$ cat config.mk
export PLATFORM = sky130hd
export DESIGN_NAME = json_string_unescape_utf8
export DESIGN_NICKNAME = d
export VERILOG_FILES = /design/src/rtl/core/jsu_pkg.sv /design/src/rtl/core/jsu_front.sv /design/src/rtl/core/jsu_queue.sv /design/src/rtl/core/jsu_back.sv /design/src/rtl/core/json_string_unescape_utf8.sv
export SDC_FILE = /design/constraint.sdc
export NUM_CORES = 1
export LEC_CHECK = 0
export ABC_AREA = 1
export BUFFER_PORTS_ARGS = -buffer_cell sky130_fd_sc_hd__buf_2
export CAP_MARGIN = 15
export CORE_MARGIN = 2
export CORE_UTILIZATION = 35
export DETAILED_ROUTE_END_ITERATION = 8
export REMOVE_ABC_BUFFERS = 1
export SYNTH_ARGS = -nofsm -noshare
export SYNTH_HDL_FRONTEND = slang
export SYNTH_SLANG_ARGS = --single-unit
$ cat constraint.sdc
create_clock -name clock -period 5.8 [get_ports clock]
set_input_delay 0.58 -clock clock [delete_from_list [all_inputs] [get_ports clock]]
set_output_delay 0.58 -clock clock [all_outputs]
set_load 0.05 [all_outputs]
$ cat src/rtl/core/jsu_pkg.sv
// Shared types and constants of the JSON string unescape block.
package jsu_pkg;

   localparam int QUEUE_DEPTH = 4;
   localparam int QUEUE_PTR_W = $clog2(QUEUE_DEPTH);
   localparam int QUEUE_CNT_W = $clog2(QUEUE_DEPTH + 1);

   localparam logic [7:0] CH_QUOTE  = 8'h22;
   localparam logic [7:0] CH_BSLASH = 8'h5C;
   localparam logic [7:0] CH_SLASH  = 8'h2F;
   localparam logic [7:0] CH_B      = 8'h62;
   localparam logic [7:0] CH_F      = 8'h66;
   localparam logic [7:0] CH_N      = 8'h6E;
   localparam logic [7:0] CH_R      = 8'h72;
   localparam logic [7:0] CH_T      = 8'h74;
   localparam logic [7:0] CH_U      = 8'h75;

   localparam logic [7:0] CTL_BS = 8'h08;
   localparam logic [7:0] CTL_FF = 8'h0C;
   localparam logic [7:0] CTL_LF = 8'h0A;
   localparam logic [7:0] CTL_CR = 8'h0D;
   localparam logic [7:0] CTL_HT = 8'h09;

   localparam logic REG_OUT_LIMIT = 1'b0;
   localparam logic [15:0] OUT_LIMIT_RESET = 16'hFFFF;

   typedef struct packed {
      logic [7:0]  byte0;
      logic [7:0]  byte1;
      logic [7:0]  byte2;
      logic [1:0]  num_bytes;
      logic        status;
      logic        last;
      logic [15:0] base_count;
   } entry_type;

   typedef struct packed {
      logic [7:0]  out_byte;
      logic        byte_valid;
      logic        error;
      logic        run_last;
      logic        string_end;
      logic [15:0] byte_count;
   } beat_type;

endpackage

$ cat src/rtl/core/jsu_front.sv
// Front end: decodes escapes per input byte and builds queue entries.
module jsu_front (
   input  logic               clock,
   input  logic               reset,
   input  logic               push,
   input  logic               queue_full,
   input  logic [7:0]         in_byte,
   input  logic               last_byte,
   input  logic [15:0]        out_limit,
   output logic               entry_valid,
   output jsu_pkg::entry_type entry
);

   localparam logic [2:0] MODE_NORMAL = 3'd0;
   localparam logic [2:0] MODE_ESC    = 3'd1;
   localparam logic [2:0] MODE_HEX0   = 3'd2;
   localparam logic [2:0] MODE_HEX1   = 3'd3;
   localparam logic [2:0] MODE_HEX2   = 3'd4;
   localparam logic [2:0] MODE_HEX3   = 3'd5;
   localparam logic [2:0] MODE_DROP   = 3'd6;

   logic [2:0]  mode_ff, mode_in, mode_nx;
   logic [15:0] hex_ff, hex_in, hex_nx;
   logic [15:0] count_ff, count_in;
   logic        accept;
   logic        hex_ok;
   logic [3:0]  hex_val;
   logic [1:0]  nb;
   logic [7:0]  b0, b1, b2;
   logic        err;
   logic        drop;
   logic [16:0] sum;

   assign accept = push && !queue_full;

   always_comb begin
      hex_ok = 1'b1;
      hex_val = 4'd0;
      if (in_byte >= 8'h30 && in_byte <= 8'h39) begin
         hex_val = 4'(in_byte - 8'h30);
      end else if (in_byte >= 8'h61 && in_byte <= 8'h66) begin
         hex_val = 4'(in_byte - 8'h57);
      end else if (in_byte >= 8'h41 && in_byte <= 8'h46) begin
         hex_val = 4'(in_byte - 8'h37);
      end else begin
         hex_ok = 1'b0;
      end
   end

   always_comb begin
      mode_nx = mode_ff;
      hex_nx = hex_ff;
      nb = 2'd0;
      b0 = 8'd0;
      b1 = 8'd0;
      b2 = 8'd0;
      err = 1'b0;
      case (mode_ff)
         MODE_NORMAL: begin
            if (in_byte == jsu_pkg::CH_BSLASH) begin
               mode_nx = MODE_ESC;
            end else begin
               nb = 2'd1;
               b0 = in_byte;
            end
         end
         MODE_ESC: begin
            mode_nx = MODE_NORMAL;
            nb = 2'd1;
            case (in_byte)
               jsu_pkg::CH_QUOTE:  b0 = in_byte;
               jsu_pkg::CH_BSLASH: b0 = in_byte;
               jsu_pkg::CH_SLASH:  b0 = in_byte;
               jsu_pkg::CH_B:      b0 = jsu_pkg::CTL_BS;
               jsu_pkg::CH_F:      b0 = jsu_pkg::CTL_FF;
               jsu_pkg::CH_N:      b0 = jsu_pkg::CTL_LF;
               jsu_pkg::CH_R:      b0 = jsu_pkg::CTL_CR;
               jsu_pkg::CH_T:      b0 = jsu_pkg::CTL_HT;
               jsu_pkg::CH_U: begin
                  nb = 2'd0;
                  mode_nx = MODE_HEX0;
                  hex_nx = 16'd0;
               end
               default: begin
                  nb = 2'd0;
                  err = 1'b1;
               end
            endcase
         end
         MODE_HEX0, MODE_HEX1, MODE_HEX2, MODE_HEX3: begin
            if (!hex_ok) begin
               err = 1'b1;
            end else begin
               hex_nx = {hex_ff[11:0], hex_val};
               if (mode_ff == MODE_HEX3) begin
                  mode_nx = MODE_NORMAL;
                  if (hex_nx < 16'h0080) begin
                     nb = 2'd1;
                     b0 = hex_nx[7:0];
                  end else if (hex_nx < 16'h0800) begin
                     nb = 2'd2;
                     b0 = {3'b110, hex_nx[10:6]};
                     b1 = {2'b10, hex_nx[5:0]};
                  end else begin
                     nb = 2'd3;
                     b0 = {4'b1110, hex_nx[15:12]};
                     b1 = {2'b10, hex_nx[11:6]};
                     b2 = {2'b10, hex_nx[5:0]};
                  end
               end else begin
                  mode_nx = 3'(mode_ff + 3'd1);
               end
            end
         end
         default: begin
            mode_nx = MODE_DROP;
         end
      endcase

      sum = {1'b0, count_ff} + {15'd0, nb};
      if (!err && nb != 2'd0 && sum > {1'b0, out_limit}) begin
         err = 1'b1;
      end
      if (err) begin
         nb = 2'd0;
      end
      if (!err && last_byte && mode_nx != MODE_NORMAL && mode_nx != MODE_DROP) begin
         err = 1'b1;
      end
      if (err) begin
         mode_nx = MODE_DROP;
      end
      drop = (mode_nx == MODE_DROP);
   end

   always_comb begin
      entry.byte0 = drop ? 8'd0 : b0;
      entry.byte1 = b1;
      entry.byte2 = b2;
      entry.num_bytes = nb;
      entry.status = drop;
      entry.last = last_byte;
      entry.base_count = count_ff;
      entry_valid = accept && (drop ? last_byte : (nb != 2'd0));
   end

   always_comb begin
      mode_in = mode_ff;
      hex_in = hex_ff;
      count_in = count_ff;
      if (accept) begin
         if (last_byte) begin
            mode_in = MODE_NORMAL;
            hex_in = 16'd0;
            count_in = 16'd0;
         end else begin
            mode_in = mode_nx;
            hex_in = hex_nx;
            count_in = 16'(count_ff + {14'd0, nb});
         end
      end
   end

   always_ff @(posedge clock) begin
      if (reset) begin
         mode_ff <= MODE_NORMAL;
         hex_ff <= 16'd0;
         count_ff <= 16'd0;
      end else begin
         mode_ff <= mode_in;
         hex_ff <= hex_in;
         count_ff <= count_in;
      end
   end

endmodule

$ cat src/rtl/core/jsu_queue.sv
// Short entry queue between the decode front end and the beat back end.
module jsu_queue (
   input  logic               clock,
   input  logic               reset,
   input  logic               wr_en,
   input  jsu_pkg::entry_type wr_entry,
   input  logic               rd_en,
   output jsu_pkg::entry_type rd_entry,
   output logic               full,
   output logic               empty
);

   jsu_pkg::entry_type slots_ff [jsu_pkg::QUEUE_DEPTH];
   logic [jsu_pkg::QUEUE_PTR_W-1:0] wr_ptr_ff, wr_ptr_in;
   logic [jsu_pkg::QUEUE_PTR_W-1:0] rd_ptr_ff, rd_ptr_in;
   logic [jsu_pkg::QUEUE_CNT_W-1:0] count_ff, count_in;
   logic do_wr, do_rd;

   assign full = (count_ff == jsu_pkg::QUEUE_CNT_W'(jsu_pkg::QUEUE_DEPTH));
   assign empty = (count_ff == '0);
   assign do_wr = wr_en && !full;
   assign do_rd = rd_en && !empty;
   assign rd_entry = slots_ff[rd_ptr_ff];

   always_comb begin
      wr_ptr_in = do_wr ? jsu_pkg::QUEUE_PTR_W'(wr_ptr_ff + 1'b1) : wr_ptr_ff;
      rd_ptr_in = do_rd ? jsu_pkg::QUEUE_PTR_W'(rd_ptr_ff + 1'b1) : rd_ptr_ff;
      count_in = count_ff;
      if (do_wr && !do_rd) begin
         count_in = jsu_pkg::QUEUE_CNT_W'(count_ff + 1'b1);
      end else if (do_rd && !do_wr) begin
         count_in = jsu_pkg::QUEUE_CNT_W'(count_ff - 1'b1);
      end
   end

   always_ff @(posedge clock) begin
      if (do_wr) begin
         slots_ff[wr_ptr_ff] <= wr_entry;
      end
   end

   always_ff @(posedge clock) begin
      if (reset) begin
         wr_ptr_ff <= '0;
         rd_ptr_ff <= '0;
         count_ff <= '0;
      end else begin
         wr_ptr_ff <= wr_ptr_in;
         rd_ptr_ff <= rd_ptr_in;
         count_ff <= count_in;
      end
   end

endmodule

$ cat src/rtl/core/jsu_back.sv
// Back end: expands each queue entry into its result beats.
module jsu_back (
   input  logic               clock,
   input  logic               reset,
   input  jsu_pkg::entry_type head,
   input  logic               head_empty,
   input  logic               pop,
   output logic               head_pop,
   output jsu_pkg::beat_type  beat
);

   logic [1:0] idx_ff, idx_in;
   logic       final_beat;

   always_comb begin
      final_beat = head.status || (idx_ff == 2'(head.num_bytes - 2'd1));
      case (idx_ff)
         2'd0:    beat.out_byte = head.byte0;
         2'd1:    beat.out_byte = head.byte1;
         2'd2:    beat.out_byte = head.byte2;
         default: beat.out_byte = 8'd0;
      endcase
      beat.byte_valid = !head.status;
      beat.error = head.status;
      beat.run_last = final_beat;
      beat.string_end = final_beat && head.last;
      beat.byte_count = head.status ? head.base_count :
                        16'(head.base_count + {14'd0, idx_ff} + 16'd1);
      head_pop = pop && !head_empty && final_beat;
      idx_in = idx_ff;
      if (pop && !head_empty) begin
         idx_in = final_beat ? 2'd0 : 2'(idx_ff + 2'd1);
      end
   end

   always_ff @(posedge clock) begin
      if (reset) begin
         idx_ff <= 2'd0;
      end else begin
         idx_ff <= idx_in;
      end
   end

endmodule

$ cat src/rtl/core/json_string_unescape_utf8.sv
// Top level: JSON string unescape to UTF-8 with the limit register port.
// An input byte is taken every cycle while the entry queue has room.
// Its first result is registered in the entry queue and shown at its head; an escape that
// expands to two or three bytes holds the back end for as many beats.
// Output runs at one beat per cycle while pop is held, so sustained input rate is set by it.
// Synchronous reset clears decode state and the queue; out_limit returns to 65535.
module json_string_unescape_utf8 (
   input  logic        clock,
   input  logic        reset,
   input  logic        push,
   output logic        full,
   input  logic [7:0]  req_in_byte,
   input  logic        req_last_byte,
   output logic        empty,
   input  logic        pop,
   output logic [7:0]  rsp_out_byte,
   output logic        rsp_byte_valid,
   output logic        rsp_error,
   output logic        rsp_run_last,
   output logic        rsp_string_end,
   output logic [15:0] rsp_byte_count,
   input  logic        psel,
   input  logic        penable,
   input  logic        pwrite,
   input  logic [2:0]  paddr,
   input  logic [31:0] pwdata,
   output logic [31:0] prdata,
   output logic        pready
);

   logic [15:0]        limit_ff, limit_in;
   logic               reg_idx;
   logic               entry_valid;
   jsu_pkg::entry_type entry;
   jsu_pkg::entry_type head;
   logic               head_pop;
   jsu_pkg::beat_type  beat;

   assign pready = 1'b1;
   assign reg_idx = paddr[2];
   assign prdata = (reg_idx == jsu_pkg::REG_OUT_LIMIT) ? {16'd0, limit_ff} : 32'd0;

   always_comb begin
      limit_in = limit_ff;
      if (psel && penable && pwrite && reg_idx == jsu_pkg::REG_OUT_LIMIT) begin
         limit_in = pwdata[15:0];
      end
   end

   always_ff @(posedge clock) begin
      if (reset) begin
         limit_ff <= jsu_pkg::OUT_LIMIT_RESET;
      end else begin
         limit_ff <= limit_in;
      end
   end

   jsu_front u_front (
      .clock       (clock),
      .reset       (reset),
      .push        (push),
      .queue_full  (full),
      .in_byte     (req_in_byte),
      .last_byte   (req_last_byte),
      .out_limit   (limit_ff),
      .entry_valid (entry_valid),
      .entry       (entry)
   );

   jsu_queue u_queue (
      .clock    (clock),
      .reset    (reset),
      .wr_en    (entry_valid),
      .wr_entry (entry),
      .rd_en    (head_pop),
      .rd_entry (head),
      .full     (full),
      .empty    (empty)
   );

   jsu_back u_back (
      .clock      (clock),
      .reset      (reset),
      .head       (head),
      .head_empty (empty),
      .pop        (pop),
      .head_pop   (head_pop),
      .beat       (beat)
   );

   assign rsp_out_byte = beat.out_byte;
   assign rsp_byte_valid = beat.byte_valid;
   assign rsp_error = beat.error;
   assign rsp_run_last = beat.run_last;
   assign rsp_string_end = beat.string_end;
   assign rsp_byte_count = beat.byte_count;

endmodule
==> results.tsv <==
stage	metric	value	unit
synth	synthArstFlopShare	0	%
grt	grt_first_pass_wirelength	41400	µm
run	drv_cap	0	
die	std_cell_rows	66	
placement	place.gp.congestion	0.865	
power	pwr-share-comb	36.7	%
power	power.density	394	nW/µm²
timing	clock_skew	20.1	ps
power	p_clk_share	25.6	%
worst_setup_path	r2r_setup_slack	710	ps
layout	nets	1383	
layout	antennaDiodeCount	0	
timing	tns	0	ps
synth	netlist_area	11500	µm²
layout	final_util	40.8	%
placement	dp_hpwl	17700	µm
synth	synth.most_common_cell	nand2_1	
route	drc	0	
route	wire_per_inst	14.7	µm
die	die_h	185	µm
synth	yosysSeqAreaShare	53.8	%
worst_setup_path	crit_fanout	6	
layout	drive_gt1_share	17.2	%
power	p_total	0.00522	W
cts	htreeDepth	1	
timing	finalCriticalPeriod	5170	ps
worst_setup_path	crit_path_start_kind	input pin	
power	swShare	39.7	%
power	power.internal	0.00314	W
power	seqPwrFrac	37.8	%
worst_hold_path	hp-class	in2reg	
cts	clk_path_buf_depth	3	
worst_setup_path	crit_start	req_in_byte[0]	
synth	ys.flop_type	edfxtp_1	
synth	synth_edf_count	168	
cts	clock_sinks	226	
timing	worst_pin_slew	1060	ps
grt	grt_max_degree	57	
worst_setup_path	cp-end-kind	flip-flop	
die	core-area	32500	µm²
outcome	outcome	finished, final reports clean	
timing	whs	293	ps
grt	gr-total-overflow	0	
die	start_util	35.5	%
worst_setup_path	cpMostUsedCell	nand2_1	
cts	cts_tree	done	
route	viasPerCell	4.82	
cts	root_buffer	clkbuf_16	
synth	yosysTopAreaCell	edfxtp_1	
synth	yosysTopAreaCellShare	43.8	%
route	vias	8432	
grt	antenna_found_initial	0	
synth	synth.avg_cell_area	9.58	µm²
die	die_x	185	µm
worst_setup_path	rr_startpoint	u_front.hex_ff[11]	
die	dieArea	34400	µm²
worst_setup_path	crit_required	6240	ps
timing	slew_violations	0	
synth	ys_seq_elements	226	
timing	max_clock_freq	193	MHz
worst_hold_path	min-delay-start	pwdata[11]	
power	switching_power	0.00207	W
synth	synth_area_leaders	edfxtp_1 (44%), dfxtp_1 (10%), nand2_1 (6.9%)	
power	peakVddDrop	337	µV
worst_setup_path	critical_path.slowest_cell	fa_1	
timing	period_share	89.2	%
synth	synth_commonest_cells	nand2_1 (212), edfxtp_1 (168), nor2_1 (137)	
cts	cts_buffers	22	
route	drt_iter0_drc	430	
timing	finalSetupViolCount	0	
synth	yosys_warnings	0	
route	first_pass_iters	4	
grt	grt_util_all_layers	15.1	%
timing	slew_headroom	29.1	%
synth	syn_inst	1204	
timing	final_hold_viol_count	0	
cts	clk-insertion-delay-late	500	ps
power	leakagePower	5.45	nW
layout	area_delta_synth_final	14.9	%
route	wl	25800	µm
cts	path_clk_slew	60	ps
synth	synth.distinct_cells	63	
worst_setup_path	worstSetupPathType	in2reg	
worst_setup_path	slowest_delay	420	ps
grt	grt_pass1_vias	7979	
worst_setup_path	cp.arrival	5610	ps
route	ant_nets	0	
die	io_pins	114	
placement	io_buffers	78	
==> layout by cell type, fill, tap and decap left out, types with 9 or more instances in the layout <==
cell type    n
conb_1      17
clkinv_1    10
nor2_2      10
a21oi_1     60
nand4_1     12
buf_4       26
nand3_1     23
o21ai_0     86
xor2_1      22
o211ai_1    18
o22ai_1     33
ha_1        36
edfxtp_1   168
buf_2       78
dfxtp_1     56
clkbuf_16   23
a211oi_1     9
nor2_1     130
inv_2       14
nor2_4      10
nand2_1    211
inv_1      125
nor3_1      14
==> flip-flops by register name, indices dropped and copies added, names as in the netlist, named ones only <==
name / flops
u_queue.count_ff: 3
u_queue.wr_ptr_ff: 2
u_front.count_ff: 16
u_queue.slots_ff: 168
u_front.mode_ff: 3
u_front.hex_ff: 12
limit_ff: 16
u_queue.rd_ptr_ff: 2
u_back.idx_ff: 2
==> per-layer routing <==
layer	track usage, %	up-vias	share of wire [%]
met5	0	-	0
met4	3.90	0	2.2
met3	1.74	45	4.3
met2	25.8	181	48
met1	20.3	3938	46
li1	-	4268	-
==> power by group through the flow <==
| stage | Sequential (W) | Combinational [W] | Clock, W |
|---|---|---|---|
| final | 0.00197 | 0.00191 | 0.00133 |
| after global routing | 0.00199 | 0.00208 | 0.00142 |
| after CTS | 0.00197 | 0.00191 | 0.00136 |
| after detailed placement | 0.00201 | 0.00191 | 0 |
| after global placement | 0.00200 | 0.00189 | 0 |
| after floorplan | 0.00202 | 0.00135 | 0 |
==> cells by family after synthesis <==
group / synth area share (%)
buf+inv: 7.67
fa+ha+maj: 4.60
xor+xnor: 2.28
flops: 53.8
simple gates: 18.4
mux: 0.0868
compound gates: 13.1
other cells: 0.0651
==> critical path: cells and delay by family <==
family	cells	cell delay (ps)
and+or+nand+nor	22	2340
AOI/OAI and AO/OA	6	750
buffers and inverters	8	700
adders and majority gates	5	1280
==> what timing repair did <==
item | in CTS | in global routing
endpoints found under the setup margin | 0 | 8
gates resized for setup | 0 | 13
hold buffers | 0 | 0
setup buffers | 0 | 3
==> final cells by class <==
| type | instances | area (µm²) |
|---|---|---|
| Clock inverter | 13 | 85.1 |
| Fill cell | 3182 | 19200 |
| Multi-Input combinational cell | 789 | 4590 |
| Inverter | 144 | 543 |
| Sequential cell | 226 | 6210 |
| Clock buffer | 27 | 591 |
| Timing Repair Buffer | 109 | 686 |
| Tap cell | 442 | 553 |
==> path summary, 6_finish.rpt <==
kind	end	depth (start not counted)
max reg2reg	u_front.count_ff[13]	41
min reg2reg	u_queue.rd_ptr_ff[0]	1
min	limit_ff[11]	3
max	u_front.count_ff[13]	41
==> stage by stage <==
step / std cells / instance area [µm²] / worst slack (ps)
after floorplan: 1159 / 11200 / -334
after global placement: 1707 / 12500 / 55.1
after detailed placement: 1707 / 12500 / -31.6
after CTS: 1747 / 13200 / 419
after global routing: 1750 / 13300 / -10.9
final: 1750 / 13300 / 627
Power figures use the tool's default switching activity.
